## config.mk

```make
export PLATFORM = sky130hd
export DESIGN_NAME = mame_mem
export DESIGN_NICKNAME = d
export VERILOG_FILES = /design/src/mame_pkg.sv /design/src/mame_mem.sv
export SDC_FILE = /design/constraint.sdc
export NUM_CORES = 2
export LEC_CHECK = 0
export BUFFER_PORTS_ARGS = -buffer_cell sky130_fd_sc_hd__buf_2
export CAP_MARGIN = 20
export CORE_MARGIN = 5
export CORE_UTILIZATION = 35
export DETAILED_ROUTE_END_ITERATION = 6
export PLACE_DENSITY_LB_ADDON = 0.08
export SETUP_SLACK_MARGIN = 0.05
export SLEW_MARGIN = 30
export SYNTH_ARGS = -nofsm -noshare
export SYNTH_HDL_FRONTEND = slang
export SYNTH_SLANG_ARGS = --single-unit
```

## constraint.sdc

```tcl
create_clock -name clk -period 4.85 [get_ports clk]
set_input_delay 0.7275 -clock clk [delete_from_list [all_inputs] [get_ports clk]]
set_output_delay 0.7275 -clock clk [all_outputs]
set_load 0.005 [all_outputs]
```

## src/mame_pkg.sv

```systemverilog
// ----------------------------------------------------------------------------
// mame_pkg
// Shared types and constants of the matrix add / multiply engine.
// ----------------------------------------------------------------------------
`default_nettype none

package mame_pkg;

    // element data width
    localparam int DATA_W = 32;
    // width of a dimension register
    localparam int DIM_W = 4;
    // width of a row or column index on the ports
    localparam int IDX_W = 3;

    // input opcodes
    localparam logic [1:0] OP_WR_A    = 2'd0;
    localparam logic [1:0] OP_WR_B    = 2'd1;
    localparam logic [1:0] OP_COMPUTE = 2'd2;

    // configuration register indexes
    localparam logic [2:0] CFG_A_ROWS = 3'd0;
    localparam logic [2:0] CFG_A_COLS = 3'd1;
    localparam logic [2:0] CFG_B_ROWS = 3'd2;
    localparam logic [2:0] CFG_B_COLS = 3'd3;
    localparam logic [2:0] CFG_MODE   = 3'd4;

    // operation modes
    localparam logic MODE_SUM  = 1'b0;
    localparam logic MODE_PROD = 1'b1;

    // control tag that travels alongside each memory read
    typedef struct packed {
        logic             vld;       // a read was issued
        logic             err;       // dimension error beat
        logic             first;     // first term of an accumulation
        logic             last_k;    // last term, result is complete
        logic             last_all;  // final result of the run
        logic             mode;      // product when set
        logic [IDX_W-1:0] row;
        logic [IDX_W-1:0] col;
    } tag_t;

    // clamp a dimension register to the store size
    function automatic logic [DIM_W-1:0] eff_dim(input logic [DIM_W-1:0] v,
                                                 input logic [DIM_W-1:0] lim);
        eff_dim = (v > lim) ? lim : v;
    endfunction

endpackage

`default_nettype wire

```

## src/mame_mem.sv

```systemverilog
// ----------------------------------------------------------------------------
// mame_mem
// Element store: one write port, one read port with registered read data.
// ----------------------------------------------------------------------------
`default_nettype none

module mame_mem #(
    parameter int DEPTH = 64,
    parameter int AW    = 6
) (
    input  wire logic                        clk,
    input  wire logic                        we,
    input  wire logic [AW-1:0]               waddr,
    input  wire logic [mame_pkg::DATA_W-1:0] wdata,
    input  wire logic                        re,
    input  wire logic [AW-1:0]               raddr,
    output logic      [mame_pkg::DATA_W-1:0] rdata
);
    import mame_pkg::*;

    logic [DATA_W-1:0] mem [DEPTH];

    // write port
    always_ff @(posedge clk)
    begin
        if (we)
        begin
            mem[waddr] <= wdata;
        end
    end

    // read port, data held while not enabled
    always_ff @(posedge clk)
    begin
        if (re)
        begin
            rdata <= mem[raddr];
        end
    end

endmodule

`default_nettype wire

```

==> flow_metrics.tcl <==
set metrics [dict create \
    status "complete, no violations" \
    cp_common_cell "buf_4" \
    finalSetupViolCount 0 \
    synth_most_common_cell "edfxtp_1" \
    postLayoutCoreUtil 0.407 \
    firstDrtPassIters 6 \
    layout-drive-gt1-share 0.309 \
    yosys_warnings 0 \
    grt_max_degree 72 \
    cp-start-kind "input port" \
    clock_sinks 2080 \
    worst_pin_slew_ns 1.03 \
    ant_nets 0 \
    num_rows 174 \
    die_x_um 485 \
    dieArea_um2 235000 \
    vias 37159 \
    synth-seq-cells 2080 \
    leakagePower_uw 0.0282 \
    holdBufCountCts 0 \
    mappedNetlistNets 3371 \
    fillCellCount 19512 \
    peakVddDrop_mv 0.370 \
    wl_met2_um 115000 \
    ys.flop_type "edfxtp_1" \
    critPathKind "in -> reg" \
    hold_viol_final 0 \
    clock_path_buffers 3 \
    fmax_mhz 296 \
    ios 79 \
    avgSynthCellArea_um2 23.7 \
    initial_core_util 0.351 \
    synth_area_leaders "edfxtp_1, mux4_2, mux2i_1, o22ai_1, nor2_1" \
    path_clk_slew_ns 0.06 \
    cts_resized 0 \
    cpPeakStageDelay_ns 0.76 \
    grt_pass1_vias 39065 \
    clock_latency_ns 0.85 \
    avgViaCountPerCell 5.45 \
    grt_antenna_before_repair 34 \
    final_cells 6819 \
    grt_pass1_wl_um 321000 \
    grt_overflow 0 \
    route.met3.wl_um 12500 \
    cts_setup_buffers 0 \
    drt-met1-wl_um 99200 \
    cts_tree "yes" \
    synthesis.area_um2 78800 \
    post-place-cells 6416 \
    synth_top_area_share 0.792 \
    dp_hpwl_um 136000 \
    dr.max_layer_used "met5" \
    synth-seq-area-share 0.792 \
    rsz0062_at_grt "no" \
    fin_area_um2 91400 \
    synthArstFlopShare 0 \
    cts_max_level 4 \
    area_growth_pct 16.0 \
    final_nets 3694 \
    skew_ns 0.0351 \
    period_share 0.697 \
    first_iter_violations 3644 \
    cts_root_buf "clkbuf_16" \
    place_congestion 0.761 \
    pwr_density_cell_nw_per_um2 416 \
    synth_edf_count 2080 \
    arrival_ns 3.93 \
    wl_per_cell_um 34.2 \
    post_dp_cell_area_um2 84600 \
    synth_cells 3324 \
    max_cap_violations 0 \
    slew_headroom 0.312 \
    post-route-drc-count 0 \
    core_region_area_um2 224000 \
    worst_setup_path_end_kind "register" \
    synthDistinctLibCells 33 \
    finalMaxSlewViolations 0 \
    grt_usage 0.197 \
    synth_top_area_cell "edfxtp_1" \
    hold_class "in -> reg" \
    die_height_um 485 \
    critPathRequiredTime_ns 5.40 \
    fin_crit_ns 3.38 \
    crit_slowest_cell "o32ai_1" \
    crit_fanout 43 \
    cts_buffers 221 \
    finalSetupTns_ns 0 \
    totalWireLength_um 233000 \
    yosys-top-cells-count "edfxtp_1, mux4_2, nor2_1" \
    io_buffer_count 78 \
    crit_chain "buf_8, buf_12, buf_4, mux4_2, mux2i_1, nor2_1, o32ai_1, buf_4, nor3_1" \
    p_total_uw 38000 \
]
-- through the flow --
stage | hold WS, ns | worst slack (ns)
final | 0.391 | 1.47
after global routing | 0.354 | 1.34
after CTS | 0.307 | 1.48
after detailed placement | 0.870 | 0.537
after global placement | 0.883 | 0.555
after floorplan | 0.750 | 0.963
-- critical path, delay by kind of cell --
family                 cells  cell delay, ns
AO/OA/AOI/OAI              1            0.76
multiplexers               2            0.81
AND/OR/NAND/NOR            2            0.11
buffers and inverters      4            1.37
-- report_power, final --
group	leakage, µW	switching, µW	internal, µW
combinational	0.00617	1220	702
clock	0.00334	6820	9250
sequential	0.0187	68.3	20000
total	0.0282	8110	29900
-- state kept, by name, summed over array words and instances (netlist names) --
register and count:
rdata 32, mem 2048
-- cells in the final DEF, fill, tap and decap left out, drive strengths merged --
cell type     n
a21oi        62
a22oi        12
a311oi        8
a31oi         1
a41o          4
and2          2
and3          4
buf         282
bufinv       15
clkbuf      283
clkinv       89
diode         8
edfxtp     2080
inv           8
mux2i        93
mux4        544
nand2        26
nand2b        8
nand3         5
nand3b        5
nand4         2
nand4b        1
nor2        137
nor2b        15
nor3          7
o221ai       27
o22ai        84
o32ai         4
or2           3
or3           3
or3b          5
-- layer usage --
layer | global-route usage | vias up
met5 | 0 | -
met4 | 0.0495 | 8
met3 | 0.0363 | 333
met2 | 0.329 | 1180
met1 | 0.268 | 20649
li1 | - | 14989
-- cells by family after synthesis --
| logic type | Yosys count | synth area share |
|---|---|---|
| AOI/OAI and AO/OA | 202 | 0.0167 |
| DFF | 2080 | 0.792 |
| buffers and inverters | 182 | 0.0112 |
| and+or+nand+nor | 223 | 0.0126 |
| muxes | 637 | 0.167 |
-- worst paths after layout --
kind                            cells after the start  startpoint  slack [ns]         end
worst max-delay path                                9    raddr[0]        1.47    rdata[8]
worst min-delay path                                1    wdata[5]        0.39  mem[12][5]
worst max register to register                      6  mem[39][8]        2.33    rdata[8]
worst min register to register                      4  mem[29][4]        0.88    rdata[4]
-- area by class of cell --
class	count	area, µm²	area share
timing repair buffer	282	2390	0.0262
clock buffer	283	5850	0.0640
sequential	2080	62500	0.683
clock inverter	112	981	0.0107
antenna	8	20.0	0.000219
tap	2992	3740	0.0409
multi-input combinational	1062	16000	0.175
Note: power is estimated with default switching activity, not from simulation.
