## src/mame_pkg.sv

```systemverilog
// ----------------------------------------------------------------------------
// mame_pkg
// Shared types and constants of the matrix add / multiply engine.
// ----------------------------------------------------------------------------
`default_nettype none

package mame_pkg;

    // element data width
    localparam int DATA_W = 32;
    // width of a dimension register
    localparam int DIM_W = 4;
    // width of a row or column index on the ports
    localparam int IDX_W = 3;

    // input opcodes
    localparam logic [1:0] OP_WR_A    = 2'd0;
    localparam logic [1:0] OP_WR_B    = 2'd1;
    localparam logic [1:0] OP_COMPUTE = 2'd2;

    // configuration register indexes
    localparam logic [2:0] CFG_A_ROWS = 3'd0;
    localparam logic [2:0] CFG_A_COLS = 3'd1;
    localparam logic [2:0] CFG_B_ROWS = 3'd2;
    localparam logic [2:0] CFG_B_COLS = 3'd3;
    localparam logic [2:0] CFG_MODE   = 3'd4;

    // operation modes
    localparam logic MODE_SUM  = 1'b0;
    localparam logic MODE_PROD = 1'b1;

    // control tag that travels alongside each memory read
    typedef struct packed {
        logic             vld;       // a read was issued
        logic             err;       // dimension error beat
        logic             first;     // first term of an accumulation
        logic             last_k;    // last term, result is complete
        logic             last_all;  // final result of the run
        logic             mode;      // product when set
        logic [IDX_W-1:0] row;
        logic [IDX_W-1:0] col;
    } tag_t;

    // clamp a dimension register to the store size
    function automatic logic [DIM_W-1:0] eff_dim(input logic [DIM_W-1:0] v,
                                                 input logic [DIM_W-1:0] lim);
        eff_dim = (v > lim) ? lim : v;
    endfunction

endpackage

`default_nettype wire

```

## src/mame_dp.sv

```systemverilog
// ----------------------------------------------------------------------------
// mame_dp
// Datapath: aligns tags with read data, forms the product or sum, accumulates
// and holds the result in the output register.
// ----------------------------------------------------------------------------
`default_nettype none

module mame_dp (
    input  wire logic                               clk,
    input  wire logic                               rst_n,
    input  mame_pkg::tag_t                          tag0,
    input  wire logic        [mame_pkg::DATA_W-1:0] a_rdata,
    input  wire logic        [mame_pkg::DATA_W-1:0] b_rdata,
    input  wire logic                               out_stall,
    output logic                                    en,
    output logic                                    out_valid,
    output logic signed      [mame_pkg::DATA_W-1:0] element_out,
    output logic             [mame_pkg::IDX_W-1:0]  out_row,
    output logic             [mame_pkg::IDX_W-1:0]  out_col,
    output logic                                    status,
    output logic                                    last_flag
);
    import mame_pkg::*;

    tag_t              tag1_reg, tag2_reg;
    logic [DATA_W-1:0] prod_reg, prod_next;
    logic [DATA_W-1:0] acc_reg, acc_next;
    logic              out_vld_reg, out_vld_next;
    logic [DATA_W-1:0] out_data_reg;
    logic [IDX_W-1:0]  out_row_reg, out_col_reg;
    logic              out_err_reg, out_last_reg;
    logic              load_out;

    // whole pipeline moves when the output slot is free or being taken
    assign en = !out_vld_reg || !out_stall;

    // product or element sum, low 32 bits
    assign prod_next = (tag1_reg.mode == MODE_PROD) ? DATA_W'(a_rdata * b_rdata)
                                                    : DATA_W'(a_rdata + b_rdata);

    // accumulation
    assign acc_next = (tag2_reg.first ? '0 : acc_reg) + prod_reg;
    assign load_out = en && tag2_reg.vld && tag2_reg.last_k;

    always_comb
    begin
        out_vld_next = out_vld_reg;
        if (en)
        begin
            out_vld_next = tag2_reg.vld && tag2_reg.last_k;
        end
    end

    // control pipeline
    always_ff @(posedge clk or negedge rst_n)
    begin
        if (!rst_n)
        begin
            tag1_reg    <= '0;
            tag2_reg    <= '0;
            out_vld_reg <= 1'b0;
        end
        else
        begin
            if (en)
            begin
                tag1_reg <= tag0;
                tag2_reg <= tag1_reg;
            end
            out_vld_reg <= out_vld_next;
        end
    end

    // data pipeline
    always_ff @(posedge clk)
    begin
        if (en)
        begin
            prod_reg <= prod_next;
        end
        if (en && tag2_reg.vld)
        begin
            acc_reg <= acc_next;
        end
        if (load_out)
        begin
            out_data_reg <= tag2_reg.err ? '0 : acc_next;
            out_row_reg  <= tag2_reg.row;
            out_col_reg  <= tag2_reg.col;
            out_err_reg  <= tag2_reg.err;
            out_last_reg <= tag2_reg.last_all;
        end
    end

    assign out_valid   = out_vld_reg;
    assign element_out = $signed(out_data_reg);
    assign out_row     = out_row_reg;
    assign out_col     = out_col_reg;
    assign status      = out_err_reg;
    assign last_flag   = out_last_reg;

    // a stalled output freezes the accumulator
    a_acc_hold: assert property (@(posedge clk) disable iff (!rst_n)
        !en |=> $stable(acc_reg))
        else $error("accumulator changed while the output was stalled");

    // error result is a single zero beat that closes the run
    a_err_beat: assert property (@(posedge clk) disable iff (!rst_n)
        (out_vld_reg && out_err_reg) |-> (out_last_reg && out_data_reg == '0))
        else $error("error result malformed");

    // sum mode has one term per result
    a_sum_single: assert property (@(posedge clk) disable iff (!rst_n)
        (tag2_reg.vld && tag2_reg.mode == MODE_SUM) |-> (tag2_reg.first && tag2_reg.last_k))
        else $error("sum mode beat with more than one term");

endmodule

`default_nettype wire

```

## config.mk

```make
export PLATFORM = sky130hd
export DESIGN_NAME = mame_dp
export DESIGN_NICKNAME = d
export VERILOG_FILES = /design/src/mame_pkg.sv /design/src/mame_dp.sv
export SDC_FILE = /design/constraint.sdc
export NUM_CORES = 1
export LEC_CHECK = 0
export ABC_AREA = 1
export BUFFER_PORTS_ARGS = -buffer_cell sky130_fd_sc_hd__clkbuf_2
export CORE_UTILIZATION = 30
export CTS_BUF_LIST = sky130_fd_sc_hd__clkbuf_4 sky130_fd_sc_hd__clkbuf_8 sky130_fd_sc_hd__clkbuf_16
export DETAILED_ROUTE_END_ITERATION = 8
export GPL_ROUTABILITY_DRIVEN = 0
export PLACE_DENSITY = 0.47
export RECOVER_POWER = 25
export SETUP_SLACK_MARGIN = 0.02
export SKIP_CTS_REPAIR_TIMING = 1
export SLEW_MARGIN = 20
export SYNTH_ARGS = -nofsm -noshare
export SYNTH_HDL_FRONTEND = slang
export SYNTH_SLANG_ARGS = --single-unit
```

## constraint.sdc

```tcl
create_clock -name clk -period 5.95 [get_ports clk]
set_input_delay 1.19 -clock clk [delete_from_list [all_inputs] [get_ports clk]]
set_output_delay 1.19 -clock clk [all_outputs]
set_load 0.05 [all_outputs]
```

==> results.md <==
- Cell taking the most area after synthesis: fa_1
- Max-slew violations: 83
- Synth cell types: 59
- First-pass DRT Iterations: 5
- TritonCTS clock tree: done
- Setup WS post-layout: -1.13 ns
- CP endpoint kind: flip-flop
- R2R cell count: 12
- Worst min path class: flip-flop to flip-flop
- Clk Latency, worst-skew pair: 0.43 ns
- Max-Cap Viols: 2
- Largest net degree at the start of global routing: 51
- RSZ-0062 raised after global routing: yes
- Die height: 291 um
- Dpl ws: -1.83 ns
- PortBufs: 120
- Gr usage total: 19.5%
- Multi-input logic area: 18,600 sq um
- Number of flops mapped to enable cells by yosys: 104
- Storage cell area: 3720 sq um
- Nets: 4,315
- Routed Antenna Nets: 0
- Area Overhead vs Synth: 26.3%
- Synth Cell Area: 25,100 sq um
- Diodes inserted: 0
- Status: finished, violations left
- Drt via density: 4.47
- CP dominant cell by count: fa_1
- Register area share after synthesis: 14.8%
- Critical path peak fanout: 6
- Final hold vios: 0
- DP Wirelength: 69.9 mm
- Clock tree buffer depth: 2
- Placed Area: 29,900 sq um
- Fill count: 8,633
- Setup CP Type: input port to flip-flop
- Reg-to-Reg End: acc_reg[26]
- Die Wd: 291 um
- Clock slew at reported path FFs: 0.07 ns
- Full die area: 85,000 sq um
- Avg WL per Cell: 17.5 um
- Hold path cells: 0
- Starting DRT DRC Count: 995
- First-pass GRT wire length: 127 mm
- Worst r2r src: tag2_reg[9]
- Avg Synthesized Cell Area: 7.67 sq um
- Most common cell after layout, fill and taps aside: inv_1
- Synth warnings: 0
- Commonest cells after routing, fill and taps aside: inv_1 (860), nand2_1 (852), fa_1 (375), buf_4 (277), ha_1 (146)
- Routed WL: 82.5 mm
- Vias in the first global route: 21,900
- Congestion Overflow GR: 0
- Startpoint of the worst hold path: tag2_reg[5]
- Violated checks: capacitance limit, slew limit, setup timing
- Slew @ Worst Pin: 2.56 ns
- Ys flop type: edfxtp_1
- Slowest stage delay, CP: 0.60 ns
- Crit path max-delay cell type: fa_1
- R2R setup slack: 1.99 ns
- Fmax: 0.141 GHz
- Hold WS: 0.447 ns
- Max_slew headroom: -70.6%
- Final Cycle Share: 119%
- FF+latch count, synth: 128
- Synth area leaders: fa_1 (33%), inv_1 (13%), nand2_1 (13%)
- Startpoint Class: input port
- Async SR Flop Fraction: 18.8%
- CTS buffer count: 17
- Arrival time at the worst endpoint: 7.27 ns
- Layout cells sized above 1: 21.5%
- Yosys top cell area share: 32.7%
- Initial core utilization: 30.5%
- Remaining DRCs: 0
- Row Count: 105
- Layout Skew: 0.0134 ns
- Htree depth: 4
- Setup violators final: 23
- Post-Syn Nets: 3,952
- Post-layout minimum cycle time: 7.08 ns
- I/O pins: 121
- Hold Path End: out_row[2]
- Synth Instances: 3,278
- CP required: 6.14 ns
- Initial antenna violation count: 1
- Final instance area: 31,700 sq um
- Clock sink count: 128
- Via Count: 21,100
- CTS root buf: clkbuf_16
- CORE AREA: 82,500 sq um
-- critical path, delay by kind of cell --
kind,cells,cell delay [ns]
AO/OA/AOI/OAI,3,0.43
adder cells (fa/ha/maj),9,4.30
AND/OR/NAND/NOR,7,0.55
buffers and inverters,8,0.78
-- synth_stat cells (6+ instances only) --
master and n:
inv_1 898, nand2_1 891, fa_1 410, ha_1 185, nor2_1 140, a21oi_1 119, edfxtp_1 104, clkbuf_1 85
o21ai_0 79, nand3_1 72, xor2_1 36, dfrtp_1 24, xnor2_1 20, nand2_2 18, o21ai_1 17, buf_2 16
a21o_1 14, nor3_1 14, inv_2 12, nand4_1 11, o21bai_1 11, a31oi_1 10, buf_4 10, nand3b_1 8
buf_1 7, o21a_1 6
-- through the flow --
step | setup TNS, ns | utilization, % | cells
floorplan | -15.15 | - | 3278
global placement | -31.63 | 36.2 | 4660
detailed placement | -31.85 | 36.2 | 4660
CTS | -21.45 | 36.9 | 4692
global route | -23.22 | 38.5 | 4724
finish | -19.26 | 38.5 | 4724
-- kinds of logic after synthesis --
| kind of cell | Yosys count | synth area share, % |
|---|---|---|
| buffers and inverters | 1031 | 15.7 |
| and+or+nand+nor | 1178 | 18.9 |
| AOI/OAI and AO/OA | 286 | 6.62 |
| DFF | 128 | 14.8 |
| adders and majority gates | 595 | 41.9 |
| muxes | 3 | 0.134 |
| xor gates and xnor gates | 57 | 2.02 |
-- cell type report --
cell class | instances | share of cell area (%)
multi-input cells | 2119 | 58.7
repair buffers | 464 | 12.7
flip-flops and latches | 128 | 11.7
inverters | 911 | 10.8
well taps | 1070 | 4.22
clock buffers | 18 | 1.42
clock inverters | 14 | 0.489
-- how the worst max path moves through the flow --
| stage | start | cells after the start | end |
|---|---|---|---|
| 6_report | b_rdata[5] | 27 | prod_reg[31] |
| 5_1_grt | b_rdata[16] | 25 | prod_reg[29] |
| 4_1_cts | a_rdata[21] | 22 | prod_reg[29] |
| 3_5_place_dp | a_rdata[21] | 22 | prod_reg[29] |
| 3_3_place_gp | a_rdata[21] | 22 | prod_reg[29] |
| 2_1_floorplan | b_rdata[2] | 26 | prod_reg[30] |
-- metal layers --
layer / wire length (um) / global-route usage, %
met5: 0 / 0
met4: 2100 / 4.70
met3: 3560 / 2.30
met2: 39000 / 32.8
met1: 37800 / 26.6
Power is not shown: default switching activity piles up to over one toggle a cycle in this logic, so the estimate is an artifact.
