[config.mk]
export PLATFORM = sky130hd
export DESIGN_NAME = mame_seq
export DESIGN_NICKNAME = d
export VERILOG_FILES = /design/src/mame_pkg.sv /design/src/mame_seq.sv
export SDC_FILE = /design/constraint.sdc
export NUM_CORES = 1
export LEC_CHECK = 0
export ABC_AREA = 1
export BUFFER_PORTS_ARGS = -buffer_cell sky130_fd_sc_hd__buf_4
export CORE_AREA = 2 2 69 71
export DETAILED_ROUTE_END_ITERATION = 10
export DIE_AREA = 0 0 71 73
export HOLD_SLACK_MARGIN = 0.05
export PLACE_DENSITY_LB_ADDON = 0.2
export SYNTH_ARGS = -nofsm -noshare
export SYNTH_HDL_FRONTEND = slang
export SYNTH_SLANG_ARGS = --single-unit
[constraint.sdc]
create_clock -name clk -period 4.8 [get_ports clk]
set_input_delay 0.72 -clock clk [delete_from_list [all_inputs] [get_ports clk]]
set_output_delay 0.72 -clock clk [all_outputs]
set_load 0.005 [all_outputs]
[src/mame_pkg.sv]
// ----------------------------------------------------------------------------
// mame_pkg
// Shared types and constants of the matrix add / multiply engine.
// ----------------------------------------------------------------------------
`default_nettype none

package mame_pkg;

    // element data width
    localparam int DATA_W = 32;
    // width of a dimension register
    localparam int DIM_W = 4;
    // width of a row or column index on the ports
    localparam int IDX_W = 3;

    // input opcodes
    localparam logic [1:0] OP_WR_A    = 2'd0;
    localparam logic [1:0] OP_WR_B    = 2'd1;
    localparam logic [1:0] OP_COMPUTE = 2'd2;

    // configuration register indexes
    localparam logic [2:0] CFG_A_ROWS = 3'd0;
    localparam logic [2:0] CFG_A_COLS = 3'd1;
    localparam logic [2:0] CFG_B_ROWS = 3'd2;
    localparam logic [2:0] CFG_B_COLS = 3'd3;
    localparam logic [2:0] CFG_MODE   = 3'd4;

    // operation modes
    localparam logic MODE_SUM  = 1'b0;
    localparam logic MODE_PROD = 1'b1;

    // control tag that travels alongside each memory read
    typedef struct packed {
        logic             vld;       // a read was issued
        logic             err;       // dimension error beat
        logic             first;     // first term of an accumulation
        logic             last_k;    // last term, result is complete
        logic             last_all;  // final result of the run
        logic             mode;      // product when set
        logic [IDX_W-1:0] row;
        logic [IDX_W-1:0] col;
    } tag_t;

    // clamp a dimension register to the store size
    function automatic logic [DIM_W-1:0] eff_dim(input logic [DIM_W-1:0] v,
                                                 input logic [DIM_W-1:0] lim);
        eff_dim = (v > lim) ? lim : v;
    endfunction

endpackage

`default_nettype wire

[src/mame_seq.sv]
// ----------------------------------------------------------------------------
// mame_seq
// Read sequencer: checks dimensions and walks the i, j, k loops, issuing one
// read pair and one control tag per enabled cycle.
// ----------------------------------------------------------------------------
`default_nettype none

module mame_seq #(
    parameter int MAX_DIM = 8,
    parameter int AW      = 6
) (
    input  wire logic                       clk,
    input  wire logic                       rst_n,
    input  wire logic                       en,
    input  wire logic                       start,
    input  wire logic                       mode,
    input  wire logic [mame_pkg::DIM_W-1:0] a_rows,
    input  wire logic [mame_pkg::DIM_W-1:0] a_cols,
    input  wire logic [mame_pkg::DIM_W-1:0] b_rows,
    input  wire logic [mame_pkg::DIM_W-1:0] b_cols,
    output logic                            busy,
    output logic      [AW-1:0]              a_addr,
    output logic      [AW-1:0]              b_addr,
    output mame_pkg::tag_t                  tag
);
    import mame_pkg::*;

    localparam int IW = (MAX_DIM > 1) ? $clog2(MAX_DIM) : 1;
    localparam logic [DIM_W-1:0] LIM = DIM_W'(MAX_DIM);

    localparam logic [1:0] S_IDLE = 2'd0;
    localparam logic [1:0] S_RUN  = 2'd1;
    localparam logic [1:0] S_ERR  = 2'd2;

    logic [1:0]       state_reg, state_next;
    logic [IW-1:0]    i_reg, i_next;
    logic [IW-1:0]    j_reg, j_next;
    logic [IW-1:0]    k_reg, k_next;

    logic [DIM_W-1:0] ar, ac, br, bc;
    logic [DIM_W-1:0] ocols, kcnt;
    logic             dims_ok;
    logic             last_i, last_j, last_k;
    logic [IW-1:0]    a_col, b_row;

    // effective dimensions and compatibility check
    always_comb
    begin
        ar = eff_dim(a_rows, LIM);
        ac = eff_dim(a_cols, LIM);
        br = eff_dim(b_rows, LIM);
        bc = eff_dim(b_cols, LIM);
        if (mode == MODE_PROD)
        begin
            dims_ok = (ac == br);
            ocols   = bc;
            kcnt    = ac;
        end
        else
        begin
            dims_ok = (ar == br) && (ac == bc);
            ocols   = ac;
            kcnt    = DIM_W'(1);
        end
        if (ar == '0 || ac == '0 || br == '0 || bc == '0)
        begin
            dims_ok = 1'b0;
        end
    end

    // loop end detection
    assign last_k = (DIM_W'(k_reg) + DIM_W'(1)) == kcnt;
    assign last_j = (DIM_W'(j_reg) + DIM_W'(1)) == ocols;
    assign last_i = (DIM_W'(i_reg) + DIM_W'(1)) == ar;

    // read addresses, row * MAX_DIM + col
    assign a_col  = (mode == MODE_PROD) ? k_reg : j_reg;
    assign b_row  = (mode == MODE_PROD) ? k_reg : i_reg;
    assign a_addr = AW'(int'(i_reg) * MAX_DIM + int'(a_col));
    assign b_addr = AW'(int'(b_row) * MAX_DIM + int'(j_reg));

    // control tag for the read issued this cycle
    always_comb
    begin
        tag.vld      = (state_reg != S_IDLE);
        tag.err      = (state_reg == S_ERR);
        tag.first    = (k_reg == '0) || tag.err;
        tag.last_k   = last_k || tag.err;
        tag.last_all = tag.err || (last_k && last_j && last_i);
        tag.mode     = mode;
        tag.row      = tag.err ? '0 : IDX_W'(i_reg);
        tag.col      = tag.err ? '0 : IDX_W'(j_reg);
    end

    assign busy = (state_reg != S_IDLE);

    // loop counters and state
    always_comb
    begin
        state_next = state_reg;
        i_next     = i_reg;
        j_next     = j_reg;
        k_next     = k_reg;
        case (state_reg)
            S_IDLE:
            begin
                if (start)
                begin
                    state_next = dims_ok ? S_RUN : S_ERR;
                    i_next     = '0;
                    j_next     = '0;
                    k_next     = '0;
                end
            end
            S_RUN:
            begin
                if (en)
                begin
                    if (!last_k)
                    begin
                        k_next = IW'(k_reg + 1'b1);
                    end
                    else
                    begin
                        k_next = '0;
                        if (!last_j)
                        begin
                            j_next = IW'(j_reg + 1'b1);
                        end
                        else
                        begin
                            j_next = '0;
                            if (last_i)
                            begin
                                state_next = S_IDLE;
                            end
                            else
                            begin
                                i_next = IW'(i_reg + 1'b1);
                            end
                        end
                    end
                end
            end
            S_ERR:
            begin
                if (en)
                begin
                    state_next = S_IDLE;
                end
            end
            default:
            begin
                state_next = S_IDLE;
            end
        endcase
    end

    always_ff @(posedge clk or negedge rst_n)
    begin
        if (!rst_n)
        begin
            state_reg <= S_IDLE;
            i_reg     <= '0;
            j_reg     <= '0;
            k_reg     <= '0;
        end
        else
        begin
            state_reg <= state_next;
            i_reg     <= i_next;
            j_reg     <= j_next;
            k_reg     <= k_next;
        end
    end

    // final beat of a run always returns to idle
    a_last_idle: assert property (@(posedge clk) disable iff (!rst_n)
        (en && tag.vld && tag.last_all) |=> (state_reg == S_IDLE))
        else $error("sequencer did not return to idle after final beat");

    // error beat is a complete single result
    a_err_single: assert property (@(posedge clk) disable iff (!rst_n)
        (tag.vld && tag.err) |-> (tag.first && tag.last_k && tag.last_all))
        else $error("error beat not marked as a single final result");

    // a run never ends in the middle of an accumulation
    a_last_full: assert property (@(posedge clk) disable iff (!rst_n)
        (tag.vld && tag.last_all) |-> tag.last_k)
        else $error("final beat without a completed accumulation");

endmodule

`default_nettype wire

==> results.txt <==
The count of synthesis-stage warnings from yosys came out at 0. The critical path start-end classification was in -> out. Library cell contributing the largest single delay on the critical path: buf_4.

For the pin with the worst max-slew slack, the measured transition is 0.594 ns. In the routed design, unresolved DRC markers number 0. Compared with the post-synthesis result, the final layout area differs by 26.0%. The count of nets left with antenna violations once routing finished came out at 0. Routed signal wires occupy layers up through met4. The number of antenna diodes in the final layout is 0.

The floorplan die area was 5180 µm². Wire segments on met2 add up to 1.94 mm in the final route. Data on the critical path arrives at its endpoint at 1.93 ns.

Summed over all nets, wire length on met3 after detailed routing comes to 217 µm. The number of buffers and inverters on the critical path is 3. The number of nets handed over by synthesis was 293. The run gives 18.1% as the share of synthesized area occupied by flip-flops and latches. The synthesized netlist contains 27 unique library cells. The logs give 1 for the H-tree depth and 7.20 mm for the first-pass GRT wire length.

The count of state elements after synthesis works out to 11. Largest fanout on the critical path: 21. The floorplan has 25 rows. The worst voltage drop across the vdd grid was 0.116 mV; the wire length on met1 was 2.05 mm. The cell count after synthesis came out at 268.

Biggest area consumer among synthesized cells: nand2_1. The die height came out at 73 µm. Cells with a size suffix above 1 make up 24.2% of the layout. The last weighted congestion value of the routability-driven placer is 0.829. The HPWL after detailed placement is 3.55 mm. TritonCTS created 3 clock buffers.

For the worst setup path, the data required time is 4.08 ns. The tools report the kind of start point of the critical path as a primary input. The CTS sink count came out at 11.

The total global routing track utilization is 17.2%, and the reported leakage power is 1.05 nW. Pin placement for this block handled 46 I/O pins. The initial antenna violation count came out at 0. The average routed wire per standard cell is 11.6 µm, and the highest clock rate is 0.378 GHz. Across the run, the number of max-cap violations was 0.

The core region is 4540 µm². For the number of hold buffers added after CTS, the log shows 0. The share of the synthesized area in the top cell type came out at 24.4%. The average instance in the mapped netlist occupies 5.67 µm². The first element of the critical path was mode.

In this design, the stage delay of the slowest critical-path cell is 0.22 ns. The flow ran to the end, and the final reports show no timing, DRC or antenna violations. The cell area that synthesis handed to floorplanning was 1520 µm². The clock reaches the later pin of the worst-skew pair after 0.24 ns. In the finished design, the share of the clock period the worst path needs comes to 55.2%.

The total length of routed wires was 4.22 mm; the relative slew slack was 60.2%. The remaining global-route overflow came out at 0. Setup repair after global routing left no endpoint under its margin. The die width was 71 µm; the number of max-slew violations in the final report was 0. The tools report the kind of end point of the critical path as a primary output.

The count of nets after finishing is 336. In this run the critical register-to-register path is launched from k_reg[0]. For the final database, setup skew stands at 0.00176 ns. After the first detailed-routing iteration, the DRC count stood at 98. For the number of buffers added for setup after CTS, the log shows 0.

The hold violation total from the final report came out at 0. Yosys attributes the largest share of cell area to nand2_1 (24%), dfrtp_1 (18%), nand3_1 (8.2%). In this run, post-CTS repair resized a total of 0 instances. The total power after layout is 0.000342 W, and the time the worst path needs with I/O delays and setup is 2.65 ns. The number of I/O port buffers works out to 45. The min-delay analysis places its worst path in the category in -> async. The cell family contributing the most delay on the critical path is simple AND/OR/NAND/NOR gates. For the maximum number of pins on one net before global-route repair, the log shows 22.

Walking the worst path, the cells encountered are buf_4 -> inv_1 -> nand2_1 -> nand3_1 -> nand2_1 -> nand3_2 -> nor2_4 -> nand3_2 -> o21ai_0 -> buf_4. Clock-pin slew was measured on the worst setup and hold paths at 0.05 ns. For the final routed database, the setup TNS stands at 0 ns. Counting along the longest clock path gives a buffer depth of 2.

Before antenna repair, the detailed router went through 4 iterations. Setup violations remaining at the end of the flow were counted as 0. The count of cells along the worst register-to-register path was 9. The depth of the critical timing path with buffers and inverters included was 10. Number of global-route vias before repair: 1,621.

TritonCTS built the clock tree. Once the floorplan was initialized, standard cells occupied 33.5% of the core. For this design the ratio of total power to cell area is 178 nW/µm². The root buffer cell chosen for the clock tree is clkbuf_8.

After detailed routing, the number of vias per cell comes to 4.79. Detailed routing inserted a total of 1,745 vias.
[metrics by stage]
stage	hold WS (ns)	instance area [µm²]	setup slack (ns)	std cells	utilization (%)
2_1_floorplan	0.424	1520	2.49	268	-
3_3_place_gp	0.521	1870	2.16	360	41.2
3_5_place_dp	0.523	1870	2.14	360	41.2
4_1_cts	0.312	1920	2.13	364	42.2
5_1_grt	0.312	1920	1.99	364	42.2
6_report	0.310	1920	2.15	364	42.2
[final timing paths]
kind                                end  slack (ns)
min reg2reg                state_reg[0]        0.54
min in group clk           state_reg[0]        0.54
max reg2reg                    k_reg[0]        3.05
max                              tag[7]        2.15
max in group asynchronous  state_reg[0]        4.34
min                            i_reg[2]        0.31
[cells in the mapped netlist]
cell / count
inv_1: 33
inv_8: 1
o21ai_0: 12
buf_2: 2
dfrtp_1: 11
xor2_1: 1
nand2_1: 99
o22ai_1: 3
nor3_1: 1
a21oi_1: 4
nand2_4: 3
nor2_4: 3
o21ai_1: 4
nand2_2: 8
ha_1: 4
a211oi_1: 1
xnor2_1: 2
nand3_2: 4
buf_6: 2
nor2_2: 1
buf_4: 3
a21boi_0: 2
inv_2: 3
nor2_1: 30
nand4_1: 2
o21ai_2: 4
nand3_1: 25
[logic make-up after synthesis]
group           after synthesis  share of synthesized area [%]
buf+inv                      44                           13.3
xor+xnor                      3                           1.73
compound gates               30                           11.6
fa+ha+maj                     4                           3.29
flops                        11                           18.1
simple gates                176                           52.0
[per-layer routing]
metal	up-vias	global-route usage [%]
met5	-	0
met4	0	1.26
met3	2	4.01
met2	43	28.6
met1	775	23.8
li1	925	-
[cell type report]
cell class                 instances  area [µm²]
inverter                          37         146
fill                             497        2620
timing repair buffer              45         338
tap                               54        67.6
multi-input combinational        213        1040
clock buffer                       4        45.0
sequential                        11         275
[power breakdown]
part | leakage [nW] | switching (W) | internal, W | total (W)
logic | 0.878 | 0.0000877 | 0.0000598 | 0.000148
registers | 0.152 | 0.00000425 | 0.0000969 | 0.000101
clock network | 0.0228 | 0.0000349 | 0.0000583 | 0.0000932
[cell usage in the layout (no fill, tap or decap), drive strengths merged, types with 2 or more instances in the layout]
cell type,n
nand4,2
dfrtp,11
inv,37
nand3,29
clkbuf,4
o21ai,20
o22ai,3
xnor2,2
nand2,110
ha,4
nor2,34
a21boi,2
a21oi,4
buf,45
[worst register-to-register path: stages (launching register included)]
cell and delay (ns):
dfrtp_1 0.41, inv_1 0.11, ha_1 0.34, nor3_1 0.32, nor2_4 0.08, nand2_2 0.10, nand2_4 0.07, nor2_2 0.11
nand2_1 0.05, o21ai_1 0.08
No activity file was read; power rests on OpenSTA's default activity.
